`src/rtl/pbst_pkg.sv`:
```
// ----------------------------------------------------------------------------
// pbst_pkg
// Widths, constants and helpers for the packet buffer start time core.
// ----------------------------------------------------------------------------
package pbst_pkg;

  localparam int unsigned Depth = 64;
  localparam int unsigned AddrW = (Depth > 1) ? $clog2(Depth) : 1;
  localparam int unsigned OccW  = $clog2(Depth + 1);
  localparam int unsigned CfgW  = 7;
  localparam int unsigned CmpW  = (CfgW > OccW) ? CfgW : OccW;
  localparam int unsigned TimeW = 32;
  localparam int unsigned ProcW = 16;

  localparam logic [CfgW-1:0] BufSizeRst = CfgW'(64);

  typedef logic [AddrW-1:0] addr_t;
  typedef logic [OccW-1:0]  occ_t;
  typedef logic [TimeW-1:0] time_t;
  typedef logic [ProcW-1:0] proc_t;
  typedef logic [CfgW-1:0]  cfg_t;

  typedef enum logic [1:0] {
    StIdle  = 2'b01,
    StCheck = 2'b10
  } state_e;

  // Circular increment of a FIFO pointer.
  function automatic addr_t next_idx(addr_t idx);
    addr_t res;
    if (idx == addr_t'(Depth - 1)) begin
      res = '0;
    end else begin
      res = idx + addr_t'(1);
    end
    return res;
  endfunction

endpackage

```
`src/rtl/pbst_if.sv`:
```
// ----------------------------------------------------------------------------
// pbst interfaces
// Valid/ready channels for request items and result items.
// ----------------------------------------------------------------------------
interface pbst_in_if;
  logic                valid;
  logic                ready;
  pbst_pkg::time_t     arrive_ts;
  pbst_pkg::proc_t     svc_time;

  modport source (output valid, output arrive_ts, output svc_time, input ready);
  modport sink   (input valid, input arrive_ts, input svc_time, output ready);
endinterface

interface pbst_out_if;
  logic                valid;
  logic                ready;
  logic                dropped;
  pbst_pkg::time_t     start_ts;

  modport source (output valid, output dropped, output start_ts, input ready);
  modport sink   (input valid, input dropped, input start_ts, output ready);
endinterface

```
`src/rtl/pbst_ram.sv`:
```
// ----------------------------------------------------------------------------
// pbst_ram
// Simple dual-port RAM, one write and one registered read per cycle.
// ----------------------------------------------------------------------------
module pbst_ram #(
  parameter int unsigned Width = 32,
  parameter int unsigned Depth = 64,
  parameter int unsigned AddrW = (Depth > 1) ? $clog2(Depth) : 1
) (
  input  logic             clk_i,
  input  logic             we_i,
  input  logic [AddrW-1:0] waddr_i,
  input  logic [Width-1:0] wdata_i,
  input  logic [AddrW-1:0] raddr_i,
  output logic [Width-1:0] rdata_o
);

  logic [Width-1:0] mem [Depth];

  always_ff @(posedge clk_i) begin
    if (we_i) begin
      mem[waddr_i] <= wdata_i;
    end
  end

  always_ff @(posedge clk_i) begin
    rdata_o <= mem[raddr_i];
  end

endmodule

```
`src/rtl/packet_buffer_start_time_core.sv`:
```
// Flow: an accepted item is registered, then the check state retires expired entries
//   one per cycle and registers its result once the output register is free.
// Input: a new item is accepted only in the idle state, after the previous item's result
//   has been registered; that result may still wait in the output register.
// Reset: asynchronous, active low; clears pointers, occupancy and handshake state and
//   sets buffer_size to 64. The finish time RAM is not cleared (no clearing pass).
// ----------------------------------------------------------------------------
// packet_buffer_start_time_core
// Single-server packet buffer with tail drop. Finish times live in a RAM used
// as a circular FIFO; each request retires expired entries from the head,
// then drops or pushes its own finish time at the tail.
// ----------------------------------------------------------------------------
module packet_buffer_start_time_core (
  input  logic                clk_i,
  input  logic                rst_ni,
  pbst_in_if.sink             in_ch,
  pbst_out_if.source          out_ch,
  input  logic                cfg_we_i,
  input  pbst_pkg::cfg_t      cfg_wdata_i
);
  import pbst_pkg::*;

  // Control state
  state_e state_q, state_d;
  addr_t  head_q, head_d;
  addr_t  tail_q, tail_d;
  occ_t   occ_q, occ_d;
  cfg_t   bsize_q;

  // Request under work and newest finish time (avoids a tail-1 RAM read)
  time_t  arr_q;
  proc_t  proc_q;
  time_t  last_fin_q;

  // Output register
  logic   out_valid_q;
  logic   out_drop_q;
  time_t  out_start_q;

  // RAM port
  addr_t  raddr;
  time_t  rdata;
  logic   we;
  time_t  fin;

  logic   accept;
  logic   in_check;
  logic   pop;
  logic   done;
  logic   drop;
  logic   [CmpW-1:0] cap;
  time_t  start;
  logic   [TimeW:0] sum;

  assign accept   = in_ch.valid & in_ch.ready;
  assign in_check = (state_q == StCheck);

  // Capacity is buffer_size clamped to the RAM depth.
  always_comb begin
    if (CmpW'(bsize_q) > CmpW'(Depth)) begin
      cap = CmpW'(Depth);
    end else begin
      cap = CmpW'(bsize_q);
    end
  end

  // rdata holds the head entry while in the check state. A pop fetches the
  // next head, so one entry retires per cycle.
  assign pop  = in_check && (occ_q != '0) && (rdata <= arr_q);
  assign done = in_check && !pop && (!out_valid_q || out_ch.ready);
  assign drop = CmpW'(occ_q) >= cap;

  assign start = (occ_q == '0) ? arr_q : last_fin_q;
  assign sum   = {1'b0, start} + {{(TimeW + 1 - ProcW){1'b0}}, proc_q};
  // Saturate at the all-ones time.
  assign fin   = sum[TimeW] ? '1 : sum[TimeW-1:0];

  assign we    = done && !drop;
  assign raddr = pop ? next_idx(head_q) : head_q;

  pbst_ram #(
    .Width (TimeW),
    .Depth (Depth),
    .AddrW (AddrW)
  ) u_ram (
    .clk_i   (clk_i),
    .we_i    (we),
    .waddr_i (tail_q),
    .wdata_i (fin),
    .raddr_i (raddr),
    .rdata_o (rdata)
  );

  always_comb begin
    state_d = state_q;
    head_d  = head_q;
    tail_d  = tail_q;
    occ_d   = occ_q;
    case (state_q)
      StIdle: begin
        if (accept) begin
          state_d = StCheck;
        end
      end
      StCheck: begin
        if (pop) begin
          head_d = next_idx(head_q);
          occ_d  = occ_q - occ_t'(1);
        end else if (done) begin
          state_d = StIdle;
          if (!drop) begin
            tail_d = next_idx(tail_q);
            occ_d  = occ_q + occ_t'(1);
          end
        end
      end
      default: begin
        state_d = StIdle;
      end
    endcase
  end

  always_ff @(posedge clk_i or negedge rst_ni) begin
    if (!rst_ni) begin
      state_q     <= StIdle;
      head_q      <= '0;
      tail_q      <= '0;
      occ_q       <= '0;
      bsize_q     <= BufSizeRst;
      out_valid_q <= 1'b0;
    end else begin
      state_q <= state_d;
      head_q  <= head_d;
      tail_q  <= tail_d;
      occ_q   <= occ_d;
      if (cfg_we_i) begin
        bsize_q <= cfg_wdata_i;
      end
      if (done) begin
        out_valid_q <= 1'b1;
      end else if (out_ch.ready) begin
        out_valid_q <= 1'b0;
      end
    end
  end

  // Payload registers
  always_ff @(posedge clk_i) begin
    if (accept) begin
      arr_q  <= in_ch.arrive_ts;
      proc_q <= in_ch.svc_time;
    end
    if (we) begin
      last_fin_q <= fin;
    end
    if (done) begin
      out_drop_q  <= drop;
      out_start_q <= drop ? '0 : start;
    end
  end

  // A new item may enter while the previous result waits in the output register.
  assign in_ch.ready     = (state_q == StIdle);
  assign out_ch.valid    = out_valid_q;
  assign out_ch.dropped  = out_drop_q;
  assign out_ch.start_ts = out_start_q;

endmodule

```
`src/flat_wrapper.sv`:
```
// flat-port wrapper written by rule: the top's interface ports become plain ports
module packet_buffer_start_time_core_flat import pbst_pkg::*;
  (clk_i, rst_ni, cfg_we_i, cfg_wdata_i, in_ch_valid, in_ch_arrive_ts, in_ch_svc_time, in_ch_ready, out_ch_valid, out_ch_dropped, out_ch_start_ts, out_ch_ready);
  pbst_in_if in_ch_i ();
  pbst_out_if out_ch_i ();
  input  logic clk_i;
  input  logic rst_ni;
  input  logic cfg_we_i;
  input  pbst_pkg::cfg_t cfg_wdata_i;
  input wire logic [$bits(in_ch_i.valid)-1:0] in_ch_valid;
  input wire logic [$bits(in_ch_i.arrive_ts)-1:0] in_ch_arrive_ts;
  input wire logic [$bits(in_ch_i.svc_time)-1:0] in_ch_svc_time;
  output wire logic [$bits(in_ch_i.ready)-1:0] in_ch_ready;
  output wire logic [$bits(out_ch_i.valid)-1:0] out_ch_valid;
  output wire logic [$bits(out_ch_i.dropped)-1:0] out_ch_dropped;
  output wire logic [$bits(out_ch_i.start_ts)-1:0] out_ch_start_ts;
  input wire logic [$bits(out_ch_i.ready)-1:0] out_ch_ready;
  assign in_ch_i.valid = in_ch_valid;
  assign in_ch_i.arrive_ts = in_ch_arrive_ts;
  assign in_ch_i.svc_time = in_ch_svc_time;
  assign in_ch_ready = in_ch_i.ready;
  assign out_ch_valid = out_ch_i.valid;
  assign out_ch_dropped = out_ch_i.dropped;
  assign out_ch_start_ts = out_ch_i.start_ts;
  assign out_ch_i.ready = out_ch_ready;
  packet_buffer_start_time_core u_core (.clk_i(clk_i), .rst_ni(rst_ni), .in_ch(in_ch_i), .out_ch(out_ch_i), .cfg_we_i(cfg_we_i), .cfg_wdata_i(cfg_wdata_i));
endmodule
```
`config.mk`:
```
export PLATFORM = sky130hd
export DESIGN_NAME = packet_buffer_start_time_core_flat
export DESIGN_NICKNAME = d
export VERILOG_FILES = /design/src/rtl/pbst_pkg.sv /design/src/rtl/pbst_if.sv /design/src/rtl/pbst_ram.sv /design/src/rtl/packet_buffer_start_time_core.sv /design/src/flat_wrapper.sv
export SDC_FILE = /design/constraint.sdc
export NUM_CORES = 2
export LEC_CHECK = 0
export BUFFER_PORTS_ARGS = -buffer_cell sky130_fd_sc_hd__buf_2
export CORE_UTILIZATION = 55
export CTS_CLUSTER_DIAMETER = 100
export DETAILED_ROUTE_END_ITERATION = 10
export PLACE_DENSITY = 0.85
export SLEW_MARGIN = 15
export SYNTH_ARGS = -nofsm -noshare
export SYNTH_HDL_FRONTEND = slang
export SYNTH_HIERARCHICAL = 1
export SYNTH_SLANG_ARGS = --single-unit
```
`constraint.sdc`:
```
create_clock -name clk_i -period 7 [get_ports clk_i]
set_clock_uncertainty 0.2 [all_clocks]
set_input_delay 1.4 -clock clk_i [delete_from_list [all_inputs] [get_ports clk_i]]
set_output_delay 1.4 -clock clk_i [all_outputs]
set_load 0.005 [all_outputs]
```
# Word level (Yosys, flattened, before mapping)
# Memories as Yosys holds them, arrays and structs flattened. A register that Yosys moved wholly into a read port is not among the register bits.
# Index checks and enable logic that the tools add are counted.
[word_totals]
output_inout_bits = 35
n_memories = 1
ramBits = 2048
reg_bits = 142
in_bits = 60
wordCells = 64
[mem_list]
columns = ["name", "words", "width", "read_ports", "rd_clocked_by_memory_dff", "write_ports", "line", "text"]
rows = [
  ["u_core.u_ram.mem", 64, 32, 1, 1, 1, "pbst_ram.sv:18", "logic [Width-1:0] mem [Depth];"],
]
[op_classes]
n_reduce_logical = 16
n_eq_ne = 8
add_sub_neg = 5
muxes = 17
magnitude_cmp = 3
bitwise = 3
[op_table]
columns = ["cell", "n"]
rows = [
  ["two-way mux 32 bit", 2],
  ["adder 32 x 16 -> 33 bit", 1],
  ["less-or-equal comparator 32 bit", 1],
  ["two-way mux 7 bit", 4],
  ["two-way mux 6 bit", 3],
  ["adder 6 x 1 -> 6 bit, second input constant", 2],
  ["equality test 6 bit, second input constant", 2],
  ["adder 7 x 1 -> 7 bit, second input constant", 1],
  ["greater-or-equal comparator 7 bit", 1],
  ["greater-than comparator 7 bit, second input constant", 1],
  ["zero test 7 bit", 1],
  ["nonzero test 7 bit", 1],
  ["subtractor 7 x 1 -> 7 bit, second input constant", 1],
  ["two-way mux 2 bit", 3],
  ["inequality test 2 bit, second input constant", 3],
  ["AND reduction 3 bit", 2],
  ["logical AND 1 bit", 5],
  ["two-way mux 1 bit", 4],
  ["one-hot mux 2 bit (2 select lines)", 1],
  ["AND reduction 4 bit", 1],
  ["nonzero test 2 bit", 2],
  ["zero test 1 bit", 3],
  ["equality test 2 x 1 -> 1 bit, second input constant", 1],
  ["equality test 2 bit, second input constant", 1],
  ["4 further kinds", 5],
]

# Logic depth before layout (Yosys ltp)
[logic_depth]
word_depth = 9
mapped_depth = 21
depth_no_buf = 16

# By module
# Netlist, hierarchy kept.
[modules_own_cells]
columns = ["mod", "cells_each", "instances", "area_per_inst_um2", "seq_area_each_um2"]
rows = [
  ["pbst_ram", 3324, 1, 78515.3, 62139.6],
  ["packet_buffer_start_time_core", 722, 1, 7828.8, 4121.5],
]

# Least setup slack after synthesis
# OpenSTA, ideal clock, no wires.
[synth_path]
kind = "input port to flip-flop"
from = "input out_ch_ready"
to = "memory u_core.u_ram.mem[48][0], enable pin"
stages = 7
n_path_buf = 0
setup_ps = 461
arrival_time_ps = 6320
path_slack_ps = 19
t_required_ps = 6339
cell_sequence = "nand2b_1 nand2_1 or2_2 nor2_1 nor2b_1 nand4b_1 nor3_1"
[synth_between]
elab_chain_len = 5
[synth_rtl]
columns = ["element", "line", "text"]
rows = [
  ["start: declaration", "flat_wrapper.sv:17", "input wire logic [$bits(out_ch_i.ready)-1:0] out_ch_ready;"],
  ["logical OR 1 bit", "packet_buffer_start_time_core.sv:70", "assign done = in_check && !pop && (!out_valid_q || out_ch.ready);"],
  ["logical AND 1 bit", "packet_buffer_start_time_core.sv:70", ""],
  ["logical AND 1 bit", "packet_buffer_start_time_core.sv:78", "assign we = done && !drop;"],
  ["named net u_core.we", "packet_buffer_start_time_core.sv:43", "logic we;"],
  ["two-way mux 1 bit", "pbst_ram.sv:21", "if (we_i) begin"],
  ["two-way mux 1 bit (implied by the code)", "pbst_ram.sv:22", "mem[waddr_i] <= wdata_i;"],
  ["end: declaration", "pbst_ram.sv:18", ""],
]
# The timed path passes the listed nets, and every way through them passes these cells.

# Final worst setup path
[layout_path]
from = "register u_core.u_ram.rdata_o[13] (read register of u_core.u_ram.mem)"
to = "register u_core.u_ram.rdata_o[7] (read register of u_core.u_ram.mem)"
[layout_between]
elab_chain_len = 3
[layout_rtl]
columns = ["element", "line", "text"]
rows = [
  ["start: declaration", "pbst_ram.sv:15", "output logic [Width-1:0] rdata_o"],
  ["less-or-equal comparator 32 bit", "packet_buffer_start_time_core.sv:69", "assign pop = in_check && (occ_q != '0) && (rdata <= arr_q);"],
  ["logical AND 1 bit", "packet_buffer_start_time_core.sv:69", ""],
  ["two-way mux 6 bit", "packet_buffer_start_time_core.sv:79", "assign raddr = pop ? next_idx(head_q) : head_q;"],
  ["named net u_core.raddr[3]", "packet_buffer_start_time_core.sv:41", "addr_t raddr;"],
]
# The timed path passes the listed nets, and every way through them passes these cells.
# A chain may end at the register's enable or synchronous reset.

==> reports/qor.yml <==
vias: 47696
overflow: 0
yosysSeqAreaShare: 0.767
end_kind: "register"
grt_max_degree: 86
whs_path_depth: 1
grt_pass1_vias: 47528
start_util: 0.553
synth_cells: 4046
crit_type: "register to register"
max_slew_margin: 0.160
rsz0062_at_grt: "no"
io_pins: 95
setup_viol: 0
htree_levels: 4
synthFlopType: "edfxtp_1"
dp_hpwl_mm: 138
synth_warnings: 6
io_buffers: 94
areaGrowthSynthToFinish_pct: 13.2
grt_pass1_wl_mm: 354
setup_tns_ns: 0
hp-class: "register to register"
syn-num-nets: 4170
finalPower_w: 0.0392
cts_sinks: 2222
first_pass_iters: 6
fin_crit_sh: 0.936
avgSynthCellArea_um2: 21.3
wl_per_cell_um: 38.9
maxCapViolCount: 0
cp.arrival_ns: 7.13
hold_viol_final: 0
reg2reg_slack_ns: 0.45
root_buffer: "clkbuf_16"
cts_buffers: 199
final_common_cell: "edfxtp_1"
worstMarginPinSlew_ns: 1.26
fmax_ghz: 0.153
die-area_um2: 159000
post_route_cells_drive_above_1_share: 0.283
via_per_inst: 7.22
required_ns: 7.58
clk_latency_ns: 0.87
gp_congestion: 0.897
antenna_left: 0
synth.area.top_cells: "edfxtp_1 75%, mux4_2 14%, mux2i_1 1.3%, ha_1 0.90%, nor2_1 0.83%"
synthArstFlopShare: 0.0131
clkTransAtPathRegs_ns: 0.07
core-area_um2: 156000
drc: 0
p_leak_nw: 30.9
grtUsageTotal: 0.322
layout_common_cells: "2161 x edfxtp_1, 544 x mux4_2, 202 x clkbuf_16"
die_h_um: 398
min_period_ns: 6.55
crit_path_max_fanout: 27
slew_violations: 0
synth-seq-cells: 2222
outcome: "finished clean"
row_count: 145
netlist_area_um2: 86300
synth_top_area_frac: 0.752
ys_types: 70
grt_antenna_before_repair: 19
hold_buffers: 0
power.density_nw_per_um2: 402
drtIter0Drc: 8848
drt-total-wl_mm: 257
worstSetupStartpointType: "register"
worst-r2r-cell-count: 17
cts_tree: "done"
clock_path_buffers: 3
vdd_drop_max_v: 0.000342
fill_cells: 9426
synth_edf_count: 2161
yosysTopAreaCell: "edfxtp_1"
nets: 4492
die_w_um: 398
==> cell type report <==
type	count	area, µm²	area share
timing repair buffer	319	2500	0.0256
multi-input combinational	1584	19700	0.202
antenna	10	25.0	0.000256
clock inverter	118	1120	0.0114
tap	2058	2570	0.0264
inverter	42	159	0.00163
sequential	2222	66300	0.678
clock buffer	252	5330	0.0546
==> synth_stat cells (all sizes together), types with 6 or more instances <==
library cell,n
a21o,7
mux4,544
dfxtp,32
nand2b,16
nor3,20
or3,6
nor2b,38
buf,114
nand4,14
nand2,122
clkbuf,84
dfrtp,27
and2,8
o22ai,84
a22oi,13
a21oi,119
and3,15
nand3,14
a31oi,9
xnor2,17
o221ai,28
inv,42
a311oi,8
mux2,12
mux2i,112
ha,62
edfxtp,2161
xor2,9
nor2,192
o21ai,40
==> metal layers <==
layer	vias to the layer above	GRT usage	wire [µm]
li1	17530	-	-
met1	23840	0.387	76600
met2	5123	0.503	120000
met3	1189	0.110	39200
met4	14	0.201	20500
met5	-	0.00787	473
==> stage by stage <==
step | util | instance area [µm²] | hold slack, ns | instances | setup slack, ns
after global placement | 0.584 | 91200 | 0.287 | 6220 | 0.611
final | 0.626 | 97700 | 0.315 | 6605 | 0.449
after detailed placement | 0.584 | 91200 | 0.302 | 6220 | 0.521
after CTS | 0.626 | 97600 | 0.318 | 6590 | 0.395
after floorplan | - | 86300 | 0.268 | 4046 | 0.0192
after global routing | 0.626 | 97700 | 0.328 | 6595 | 0.488
==> state kept, by name, summed over array words and instances (netlist names) <==
signal,count
u_core/state_q,2
u_core/tail_q,6
u_core/out_ch.start_ts,32
u_core/u_ram/rdata_o,32
u_core/u_ram/mem,2048
u_core/out_ch.valid,1
u_core/arr_q,32
u_core/proc_q,16
u_core/out_ch.dropped,1
u_core/bsize_q,7
u_core/occ_q,7
u_core/head_q,6
u_core/last_fin_q,32
==> logic make-up after synthesis <==
family,after synthesis,share of synthesized area
buffers and inverters,240,0.0129
adder cells (fa/ha/maj),64,0.00945
flip-flops,2222,0.767
XOR/XNOR,26,0.00264
AND/OR/NAND/NOR,472,0.0252
multiplexers,668,0.156
AO/OA/AOI/OAI,354,0.0260
==> final timing paths <==
check,startpoint,endpoint
worst min-delay path,u_core/bsize_q[5],u_core/bsize_q[5]
worst min register to register,u_core/bsize_q[5],u_core/bsize_q[5]
worst max register to register,u_core/u_ram/rdata_o[13],u_core/u_ram/rdata_o[7]
min in group asynchronous,rst_ni,u_core/bsize_q[4]
worst max-delay path,u_core/u_ram/rdata_o[13],u_core/u_ram/rdata_o[7]
max in group asynchronous,rst_ni,u_core/bsize_q[1]
==> critical path, stage by stage, from the launching register on <==
cell	delay [ns]
dfxtp_1	0.67
ha_1	0.36
nand4_1	0.18
nor2_1	0.07
a221oi_1	0.51
a31oi_1	0.23
o31ai_4	0.37
buf_12	0.19
a41oi_1	0.22
a21oi_4	0.77
buf_4	0.55
nand2b_1	0.42
buf_4	0.28
o22ai_1	0.11
nor2_1	0.64
a21oi_1	0.29
buf_4	0.25
nor2_1	0.13
==> repair_timing <==
action | CTS | global route
endpoints found under the setup margin | 0 | 1
hold endpoints to repair | 0 | 0
gates resized for setup | 0 | 0
buffers inserted | 0 | 4
==> where the power goes <==
group	total, W	internal [W]	leakage, nW	switching, W
Sequential	0.0169	0.0165	20.1	0.000392
Clock	0.0110	0.00601	3.16	0.00499
Combinational	0.0114	0.00424	7.65	0.00711
Power figures use the tool's default switching activity.
